### config.mk
export PLATFORM = sky130hd
export DESIGN_NAME = fcb_state
export DESIGN_NICKNAME = d
export VERILOG_FILES = /design/src/hw/rtl/fcb_pkg.sv /design/src/hw/rtl/fcb_state.sv
export SDC_FILE = /design/constraint.sdc
export NUM_CORES = 1
export LEC_CHECK = 0
export ABC_AREA = 1
export BUFFER_PORTS_ARGS = -buffer_cell sky130_fd_sc_hd__buf_4
export CAP_MARGIN = 10
export CORE_AREA = 2 2 163 165
export CTS_CLUSTER_DIAMETER = 50
export DETAILED_ROUTE_END_ITERATION = 7
export DIE_AREA = 0 0 165 167
export PLACE_DENSITY = 0.74
export SETUP_SLACK_MARGIN = 0.4
export SYNTH_ARGS = -nofsm -noshare
export SYNTH_HDL_FRONTEND = slang
export SYNTH_SLANG_ARGS = --single-unit
### constraint.sdc
create_clock -name clk -period 5.3 [get_ports clk]
set_clock_uncertainty 0.2 [all_clocks]
set_input_delay 0 -clock clk [delete_from_list [all_inputs] [get_ports clk]]
set_output_delay 0 -clock clk [all_outputs]
set_load 0.05 [all_outputs]
### src/hw/rtl/fcb_pkg.sv
// Shared types and command codes for the camera basis unit.
// No dependencies; used by every module of the block but the sine table.
package fcb_pkg;

  typedef enum logic [1:0] {
    CMD_SET_POS = 2'd0,
    CMD_MOVE    = 2'd1,
    CMD_ROTATE  = 2'd2,
    CMD_SET_ANG = 2'd3
  } cmd_t;

  // Camera state as held by the first stage.
  typedef struct packed {
    logic signed [31:0] pos_x;
    logic signed [31:0] pos_y;
    logic signed [31:0] pos_z;
    logic        [15:0] yaw;
    logic signed [15:0] pitch;
  } cam_state_t;

  // Second stage: position plus the quadrants that steer the table data.
  typedef struct packed {
    logic signed [31:0] pos_x;
    logic signed [31:0] pos_y;
    logic signed [31:0] pos_z;
    logic        [1:0]  yaw_q;
    logic        [1:0]  pitch_q;
  } stage2_t;

  typedef struct packed {
    logic signed [31:0] pos_x;
    logic signed [31:0] pos_y;
    logic signed [31:0] pos_z;
    logic signed [15:0] look_x;
    logic signed [15:0] look_y;
    logic signed [15:0] look_z;
    logic signed [15:0] right_x;
    logic signed [15:0] right_z;
    logic signed [15:0] up_x;
    logic signed [15:0] up_y;
    logic signed [15:0] up_z;
  } result_t;

endpackage

### src/hw/rtl/fcb_state.sv
// Camera state registers: position with saturating moves, wrapping yaw, clamped pitch.
// Uses fcb_pkg for the command codes and the state struct.
module fcb_state #(
  parameter int PITCH_LIMIT = 15341
) (
  input  logic                     clk,
  input  logic                     rst,
  input  logic                     load,
  input  logic [1:0]               cmd,
  input  logic signed [31:0]       arg_x,
  input  logic signed [31:0]       arg_y,
  input  logic signed [31:0]       arg_z,
  input  logic signed [15:0]       yaw_arg,
  input  logic signed [15:0]       pitch_arg,
  output fcb_pkg::cam_state_t      st
);

  localparam logic signed [16:0] PitchLim = 17'(PITCH_LIMIT);

  fcb_pkg::cam_state_t st_next;

  function automatic logic signed [31:0] sat_add(input logic signed [31:0] a,
                                                 input logic signed [31:0] b);
    logic signed [32:0] s;
    s = {a[31], a} + {b[31], b};
    if (s[32] != s[31]) return s[32] ? 32'sh8000_0000 : 32'sh7FFF_FFFF;
    return s[31:0];
  endfunction

  function automatic logic signed [15:0] clamp(input logic signed [16:0] p);
    logic signed [16:0] c;
    c = p;
    if (p > PitchLim) c = PitchLim;
    if (p < -PitchLim) c = -PitchLim;
    return c[15:0];
  endfunction

  always_comb begin
    st_next = st;
    case (fcb_pkg::cmd_t'(cmd))
      fcb_pkg::CMD_SET_POS: begin
        st_next.pos_x = arg_x;
        st_next.pos_y = arg_y;
        st_next.pos_z = arg_z;
      end
      fcb_pkg::CMD_MOVE: begin
        st_next.pos_x = sat_add(st.pos_x, arg_x);
        st_next.pos_y = sat_add(st.pos_y, arg_y);
        st_next.pos_z = sat_add(st.pos_z, arg_z);
      end
      fcb_pkg::CMD_ROTATE: begin
        st_next.yaw   = st.yaw + yaw_arg;
        // The stored pitch is always within the limit, so one clamp suffices.
        st_next.pitch = clamp(17'(st.pitch) + 17'(pitch_arg));
      end
      fcb_pkg::CMD_SET_ANG: begin
        st_next.yaw   = yaw_arg;
        st_next.pitch = clamp(17'(pitch_arg));
      end
      default: st_next = st;
    endcase
  end

  always_ff @(posedge clk) begin
    if (rst) begin
      st <= '0;
    end else if (load) begin
      st <= st_next;
    end
  end

endmodule

==> flow_summary.toml <==
[placement]
io_buffers = 260
place_area_um2 = 15990
post-place-ws_ns = 1.062
place_hpwl_um = 34940
routabilityCongestion = 0.9659

[worst_setup_path]
worstPathRequired_ns = 5.37
end_kind = "flip-flop"
startpoint_type = "flip-flop"
path_max_fanout = 12
critPathKind = "reg -> reg"
cp.arrival_ns = 4.62

[route]
totalWireLength_um = 48930
drc = 0
drt_first_pass_iters = 5
wl_per_cell_um = 15.63
postRouteAntennaNets = 0
dr.first_iter.drc_count = 1493
vias_per_cell = 5.582
vias = 17480

[logic_synthesis]
yosysMostFrequentCell = "nand2_1"
synth_cells = 2369
syn_nets = 2638
syn-cell-area_um2 = 13930
syn_avg_cell_area_um2 = 5.881
synth_edf_count = 0
synth_seq_cells = 128
ys_top_cells_by_area = "dfxtp_1 18%, nand2_1 17%, ha_1 12%, a21oi_1 11%, nor2_1 9.2%"
synth-main-ff-cell = "dfxtp_1"
seq_area_frac_synth_pct = 18.39
synthArstFlopShare_pct = 0
ys.warnings.count = 0
synthTopCellsByCount = "622 x nand2_1, 341 x nor2_1, 316 x a21oi_1, 189 x inv_1, 181 x nand3_1"
synthDistinctLibCells = 49
yosysTopAreaCellShare_pct = 18.39
yosys.area.top_type = "dfxtp_1"

[layout]
top_register = "st"
top_regs = "st: 128 flops"
final_nets = 3051
drive_above_1_share_pct = 12.74
stdcell_area_um2 = 18690
largest_reg_flops = 128
area_delta_synth_final_pct = 34.13

[floorplanning]
core_area_um2 = 25760
fp.dieW_um = 165
io_pins = 261
dieArea_um2 = 27560
start_util_pct = 54.08
core.rowCount = 59
die_h_um = 167

[power]
leakage_nw = 9.234
powerDensity_nw_per_um2 = 238.0
peakVddDrop_mv = 0.1982
power_w = 0.004448

[clock_tree]
htreeDepth = 4
clkTransAtPathRegs_ns = 0.06
cts_tree = "yes"
cts_buffers = 17
cts_buffer_depth = 2
cts_root_buf = "clkbuf_16"
clock_latency_ns = 0.44
cts.sinks = 128

[global_route]
grt_use_total_pct = 34.49
overflow = 0
antenna_found_initial = 3
grt_pass1_vias = 16600
grt_max_degree = 101
grt_pass1_wl_um = 78680

[hold_path]
hp-class = "in -> reg"

[sta]
fin_crit_sh_pct = 85.81
drv_slew = 0
whs_ns = 0.02032
relSlewSlack_pct = 29.03
finalSetupViolCount = 0
fin_setup_tns_ns = 0
max_freq_mhz = 219.9
finalCriticalPeriod_ns = 4.548
worst_slew_pin_slew_ns = 1.058
finalHoldViolCount = 0
rsz0062_at_grt = "false"
fin_ws_ns = 0.7521

[job]
cap_violations = 0

[outcome]
outcome = "completed"
-- per-layer routing --
metal	vias to the layer above	share of wire [%]	global-route usage, %
met3	117	7.4	6.027
met4	2	3.4	13.46
met1	7942	43	42.07
li1	8747	-	-
met5	-	0.025	0
met2	668	47	59.73
-- final timing paths --
check                                    startpoint                   to  slack (ns)  depth (start not counted)
worst max-delay path            st[42]$_SDFFE_PP0P_  st[43]$_SDFFE_PP0P_        0.75                         19
worst min-delay path                         cmd[1]  st[36]$_SDFFE_PP0P_        0.02                          5
worst max register to register  st[42]$_SDFFE_PP0P_  st[43]$_SDFFE_PP0P_        0.75                         19
worst min register to register  st[86]$_SDFFE_PP0P_  st[86]$_SDFFE_PP0P_        0.29                          2
-- report_power, final --
group / switching, W / leakage, nW / total, W / internal, W
registers: 0.0000657 / 1.05 / 0.00110 / 0.00103
logic: 0.00132 / 7.88 / 0.00207 / 0.000746
clock network: 0.000486 / 0.298 / 0.00129 / 0.000799
-- through the flow --
step | util, % | cells
3_3_place_gp | 62.05 | 2891
6_report | 72.53 | 3131
3_5_place_dp | 62.05 | 2891
4_1_cts | 72.44 | 3129
5_1_grt | 72.53 | 3131
2_1_floorplan | - | 2369
-- what timing repair did --
action,CTS,global route
resized for setup,0,4
setup endpoints to repair,0,30
hold buffers,206,0
hold endpoints to repair,128,0
buffers inserted,0,0
-- cells in the final DEF (no fill, tap or decap), types with 17 or more instances in the layout --
cell type / synthesis / final
a21o_1: 20 / 20
a21oi_1: 316 / 316
buf_4: 2 / 264
clkbuf_16: 0 / 17
dfxtp_1: 128 / 128
dlygate4sd3_1: 0 / 206
ha_1: 131 / 130
inv_1: 189 / 188
nand2_1: 622 / 621
nand3_1: 181 / 181
nand4_1: 22 / 22
nor2_1: 341 / 340
o21ai_0: 113 / 113
o21ai_1: 17 / 17
o21bai_1: 17 / 17
or2_2: 24 / 24
xor2_1: 25 / 25
-- cell families after synthesis --
group / count (synthesis) / synth area share, %
and+or+nand+nor: 1248 / 37.34
AOI/OAI and AO/OA: 545 / 21.45
buffers and inverters: 273 / 7.876
adders and majority gates: 136 / 12.48
DFF: 128 / 18.39
xor gates and xnor gates: 39 / 2.452
-- area by class of cell --
type	count	area, um2
Timing Repair inverter	1	7.507
Sequential cell	128	2562
Fill cell	2225	7077
Tap cell	335	419.2
Timing Repair Buffer	470	4044
Clock buffer	22	454.2
Clock inverter	10	160.2
Antenna cell	1	2.502
Inverter	196	739.5
Multi-Input combinational cell	1968	10300
-- critical path, stage by stage, from the launching register on --
cell	delay, ns
dfxtp_1	0.32
ha_1	0.37
nand2_1	0.13
nor2_1	0.19
inv_1	0.08
o21ai_0	0.31
nand4_1	0.16
nand2_1	0.13
nand4_1	0.08
nand3_1	0.11
xor2_1	0.22
inv_1	0.08
ha_2	0.55
clkinvlp_4	0.36
o21ai_0	0.16
a21o_1	0.11
nand3_1	0.09
nand2_1	0.11
dlygate4sd3_1	0.55
a21oi_1	0.06
(Power assumes the default switching activity.)
