File: config.mk
export PLATFORM = sky130hd
export DESIGN_NAME = fcb_basis
export DESIGN_NICKNAME = d
export VERILOG_FILES = /design/src/hw/rtl/fcb_pkg.sv /design/src/hw/rtl/fcb_basis.sv
export SDC_FILE = /design/constraint.sdc
export NUM_CORES = 2
export LEC_CHECK = 0
export BUFFER_PORTS_ARGS = -buffer_cell sky130_fd_sc_hd__buf_4
export CAP_MARGIN = 20
export CORE_MARGIN = 5
export CORE_UTILIZATION = 40
export CTS_CLUSTER_DIAMETER = 120
export DETAILED_ROUTE_END_ITERATION = 16
export GPL_ROUTABILITY_DRIVEN = 0
export PLACE_DENSITY = 0.64
export SYNTH_ARGS = -nofsm -noshare
export SYNTH_HDL_FRONTEND = slang
export SYNTH_SLANG_ARGS = --single-unit
File: constraint.sdc
create_clock -name clk -period 11.35 [get_ports clk]
set_clock_uncertainty 0.15 [all_clocks]
set_input_delay 2.27 -clock clk [delete_from_list [all_inputs] [get_ports clk]]
set_output_delay 2.27 -clock clk [all_outputs]
set_load 0.05 [all_outputs]
File: src/hw/rtl/fcb_pkg.sv
// Shared types and command codes for the camera basis unit.
// No dependencies; used by every module of the block but the sine table.
package fcb_pkg;

  typedef enum logic [1:0] {
    CMD_SET_POS = 2'd0,
    CMD_MOVE    = 2'd1,
    CMD_ROTATE  = 2'd2,
    CMD_SET_ANG = 2'd3
  } cmd_t;

  // Camera state as held by the first stage.
  typedef struct packed {
    logic signed [31:0] pos_x;
    logic signed [31:0] pos_y;
    logic signed [31:0] pos_z;
    logic        [15:0] yaw;
    logic signed [15:0] pitch;
  } cam_state_t;

  // Second stage: position plus the quadrants that steer the table data.
  typedef struct packed {
    logic signed [31:0] pos_x;
    logic signed [31:0] pos_y;
    logic signed [31:0] pos_z;
    logic        [1:0]  yaw_q;
    logic        [1:0]  pitch_q;
  } stage2_t;

  typedef struct packed {
    logic signed [31:0] pos_x;
    logic signed [31:0] pos_y;
    logic signed [31:0] pos_z;
    logic signed [15:0] look_x;
    logic signed [15:0] look_y;
    logic signed [15:0] look_z;
    logic signed [15:0] right_x;
    logic signed [15:0] right_z;
    logic signed [15:0] up_x;
    logic signed [15:0] up_y;
    logic signed [15:0] up_z;
  } result_t;

endpackage

File: src/hw/rtl/fcb_basis.sv
// Output stage: signs the table data by quadrant, forms the products, registers the result.
// Uses fcb_pkg for the stage and result structs.
module fcb_basis (
  input  logic                 clk,
  input  logic                 load,
  input  fcb_pkg::stage2_t     s2,
  input  logic [14:0]          yaw_lo,
  input  logic [14:0]          yaw_hi,
  input  logic [14:0]          pitch_lo,
  input  logic [14:0]          pitch_hi,
  output fcb_pkg::result_t     res
);

  function automatic logic signed [15:0] signed_mag(input logic [14:0] m, input logic neg);
    logic signed [15:0] v;
    v = $signed({1'b0, m});
    return neg ? -v : v;
  endfunction

  // Q1.14 product, rounded half up.
  function automatic logic signed [15:0] mul_q14(input logic signed [15:0] a,
                                                 input logic signed [15:0] b);
    logic signed [31:0] p;
    p = a * b;
    p = p + 32'sd8192;
    return p[29:14];
  endfunction

  logic signed [15:0] sy, cy, sp, cp;
  fcb_pkg::result_t   res_next;

  // Cosine sits one quadrant on, so it takes the mirrored entry and the shifted sign.
  assign sy = signed_mag(s2.yaw_q[0] ? yaw_hi : yaw_lo, s2.yaw_q[1]);
  assign cy = signed_mag(s2.yaw_q[0] ? yaw_lo : yaw_hi, s2.yaw_q[1] ^ s2.yaw_q[0]);
  assign sp = signed_mag(s2.pitch_q[0] ? pitch_hi : pitch_lo, s2.pitch_q[1]);
  assign cp = signed_mag(s2.pitch_q[0] ? pitch_lo : pitch_hi,
                         s2.pitch_q[1] ^ s2.pitch_q[0]);

  always_comb begin
    res_next.pos_x   = s2.pos_x;
    res_next.pos_y   = s2.pos_y;
    res_next.pos_z   = s2.pos_z;
    res_next.look_x  = mul_q14(cp, sy);
    res_next.look_y  = sp;
    res_next.look_z  = mul_q14(cp, cy);
    res_next.right_x = -cy;
    res_next.right_z = sy;
    res_next.up_x    = -mul_q14(sp, sy);
    res_next.up_y    = cp;
    res_next.up_z    = -mul_q14(sp, cy);
  end

  always_ff @(posedge clk) begin
    if (load) begin
      res <= res_next;
    end
  end

endmodule

==> results by group <==
Layout
  – Total area of multi-input combinational cells: 34450 um2
  – Fraction of final layout cells sized beyond drive strength 1: 0.1331
  – Post-layout utilization of the core: 0.4625
  – Largest register FFs: 224
  – Register with the most flip-flops: res
  – Largest registers: res (224)
  – Flip-flop and latch area: 6726 um2
  – Nets@finish: 6741
  – Fillers: 10898
  – Area growth syn-to-layout: 14.76%

Synth
  – Ys async rst share: 0
  – Portion of the post-synthesis area used by sequential elements: 0.1458
  – Most used DFF post-synth: sky130_fd_sc_hd__edfxtp_1
  – Post-synthesis register bit count: 224
  – Number of instances in the synthesized netlist: 4887
  – Number of warnings printed during yosys synthesis: 0
  – Mapped Avg Cell Area: 9.443 um2
  – Post-synthesis instance area: 46150 um2
  – Total nets after synthesis: 6343
  – Synth cell types: 89
  – Number of enable-type register cells in the synthesized netlist: 224

Clock network
  – Root Buffer: sky130_fd_sc_hd__clkbuf_16
  – Clock net sink count: 224
  – H-tree lvl count: 1
  – Post-CTS Repair Setup Buffers: 0
  – CTS Buf Count: 31
  – Clock slew at the register clock pins of the worst setup and hold paths: 60 ps
  – CTS tree: done
  – Count of hold buffers inserted by post-cts repair: 0
  – Maximum root-to-sink buffer count: 3
  – Post-cts sizing count: 0

STA
  – Tightest Pin Transition: 966.1 ps
  – Unrepaired setup endpoints after global routing: no
  – Relative slew slack: 0.3513
  – Final count of pins violating max slew: 0
  – Final hold viol count: 0
  – Maximum clock frequency: 92.98 MHz
  – Number of failing setup endpoints in the final timing report: 0
  – Final critical-path share of the clock period: 0.9476
  – Crit path time final: 10760 ps

Drt
  – Final wirelength: 140.8 mm
  – Iter 0 DRT Violations: 2746
  – DR pass1 iterations: 5
  – Remaining number of nets flagged by the antenna check after routing: 0
  – DRC violations left: 0
  – Via-per-instance ratio: 5.146
  – Wire per inst: 20.61 um
  – Routed via count: 35167

Floorplan
  – Die extent in x: 349.7 um
  – Core region area: 114500 um2
  – Num ports: 386
  – Starting density of the core: 0.4030
  – Die H: 349.7 um
  – Die ar.: 122300 um2
  – Row count: 124

Worst setup path
  – Crit path arrival time: 11010 ps
  – Maximum single-stage delay on the critical path: 560 ps
  – Type of the setup path with the least slack: primary input to flop
  – Crit path required time: 11600 ps
  – Cell occurring most often along the worst timing path: sky130_fd_sc_hd__fa_1
  – Element type at the critical path end: flop
  – Setup crit start kind: primary input
  – Master of the slowest instance on the critical path: sky130_fd_sc_hd__fa_1
  – Max Fanout on Critical Path: 22

GRT
  – Global-route track usage on met3: 0.07001
  – Routing usage on met1: 0.3035
  – Overflow after GRT: 0
  – Met2 demand-to-capacity share in global routing: 0.3730
  – First-pass GRT wire length: 219.5 mm
  – GRT Max-Usage Layer: met2
  – Maximum number of pins on one net before global-route repair: 151
  – Via count of the first global-routing pass: 37699
  – All-Layer GR Usage: 0.2324
  – Antenna violations before repair: 20

Run status
  – Outcome: finished clean

Job
  – Max-cap check violation count: 0

Worst hold path
  – Endpoint, Worst Hold: res[190]
  – Class of the most critical hold timing path: primary input to flop
  – Critical hold path startpoint: s2[66]
  – Cells on Worst Hold Path: 1

Placement
  – Number of port buffers: 385
  – Post-DP HPWL: 114.6 mm
[cells by family (layout without fill, tap and decap cells)]
family	Yosys count	after routing	share of synthesized area
and+or+nand+nor	1449	1449	0.1333
DFF	224	224	0.1458
adders and majority gates	1294	1294	0.5122
buffers and inverters	1346	1769	0.1107
other	0	12	0
AOI/OAI and AO/OA	324	324	0.04759
xor gates and xnor gates	188	188	0.03568
muxes	62	62	0.01467
[stage by stage]
stage / area (um2) / setup TNS (ps) / hold WS, ps / instances / worst slack (ps)
5_1_grt: 52920 / 0 / 1608 / 6822 / 99.00
3_5_place_dp: 51830 / -302.0 / 2299 / 6763 / -130.5
6_report: 52950 / 0 / 1644 / 6834 / 594.6
2_1_floorplan: 46200 / 0 / 2219 / 4887 / 19.00
4_1_cts: 52920 / 0 / 1595 / 6821 / 547.0
3_3_place_gp: 51800 / 0 / 2298 / 6761 / 39.18
[critical path: cells and delay by family]
kind	cells	cell delay, ps
xor+xnor	2	310
fa+ha+maj	7	3470
buf+inv	8	1000
simple gates	7	1530
compound gates	9	2440
[layout make-up]
class	count	area share
Multi-Input combinational cell	3317	0.6506
Sequential cell	224	0.1270
Timing Repair Buffer	585	0.08565
Inverter	1126	0.07986
Tap cell	1512	0.03573
Clock buffer	31	0.01465
Clock inverter	27	0.005883
Antenna cell	12	0.0005671
[synthesized netlist by cell type, drive strengths merged (52+ instances only)]
library cell,number,share of area
ha,302,0.082
edfxtp,224,0.15
inv,1116,0.091
clkbuf,187,0.015
a21oi,80,0.0087
nand2,673,0.055
nor2,497,0.040
xnor2,141,0.027
o21ai,72,0.0079
mux2i,52,0.012
fa,992,0.43
nor3,74,0.0081
[layout by cell type (no fill, tap or decap), types with 11 or more instances in the layout]
| master | instances |
|---|---|
| sky130_fd_sc_hd__nor3_1 | 72 |
| sky130_fd_sc_hd__and2_1 | 32 |
| sky130_fd_sc_hd__fa_1 | 992 |
| sky130_fd_sc_hd__nor4_1 | 11 |
| sky130_fd_sc_hd__o31ai_1 | 11 |
| sky130_fd_sc_hd__nor2_1 | 496 |
| sky130_fd_sc_hd__mux2i_1 | 48 |
| sky130_fd_sc_hd__clkinv_1 | 15 |
| sky130_fd_sc_hd__ha_1 | 301 |
| sky130_fd_sc_hd__a21oi_1 | 80 |
| sky130_fd_sc_hd__nand3_1 | 22 |
| sky130_fd_sc_hd__o211ai_1 | 16 |
| sky130_fd_sc_hd__nand2b_1 | 24 |
| sky130_fd_sc_hd__buf_4 | 572 |
| sky130_fd_sc_hd__and3_1 | 16 |
| sky130_fd_sc_hd__nand2_1 | 673 |
| sky130_fd_sc_hd__inv_1 | 1106 |
| sky130_fd_sc_hd__or3_1 | 22 |
| sky130_fd_sc_hd__edfxtp_1 | 224 |
| sky130_fd_sc_hd__a21o_1 | 33 |
| sky130_fd_sc_hd__clkbuf_16 | 31 |
| sky130_fd_sc_hd__o21a_1 | 22 |
| sky130_fd_sc_hd__nor2b_1 | 14 |
| sky130_fd_sc_hd__diode_2 | 12 |
| sky130_fd_sc_hd__nand4_1 | 15 |
| sky130_fd_sc_hd__o21ai_0 | 64 |
| sky130_fd_sc_hd__xor2_1 | 45 |
| sky130_fd_sc_hd__xnor2_1 | 132 |
[metal layers]
layer  wire length, um  share of wire  up-vias
li1                  -              -    15546
met1             55810           0.40    17605
met2             63540           0.45     1691
met3             15770           0.11      315
met4              5638          0.040       10
met5                61        0.00043        -
[worst max path at each step]
stage          start        to  slack, ps  cells after the start
2_1_floorplan  s2[2]   res[15]         20                     40
3_3_place_gp   s2[0]   res[15]         40                     33
3_5_place_dp   s2[0]   res[12]       -130                     33
4_1_cts        s2[0]   res[12]        550                     33
5_1_grt        s2[0]  res[127]        100                     34
6_report       s2[0]   res[12]        590                     33
Power is left out: the tool's default activity adds up to more than one toggle a clock period on the data nets, which glitch-free logic cannot reach.
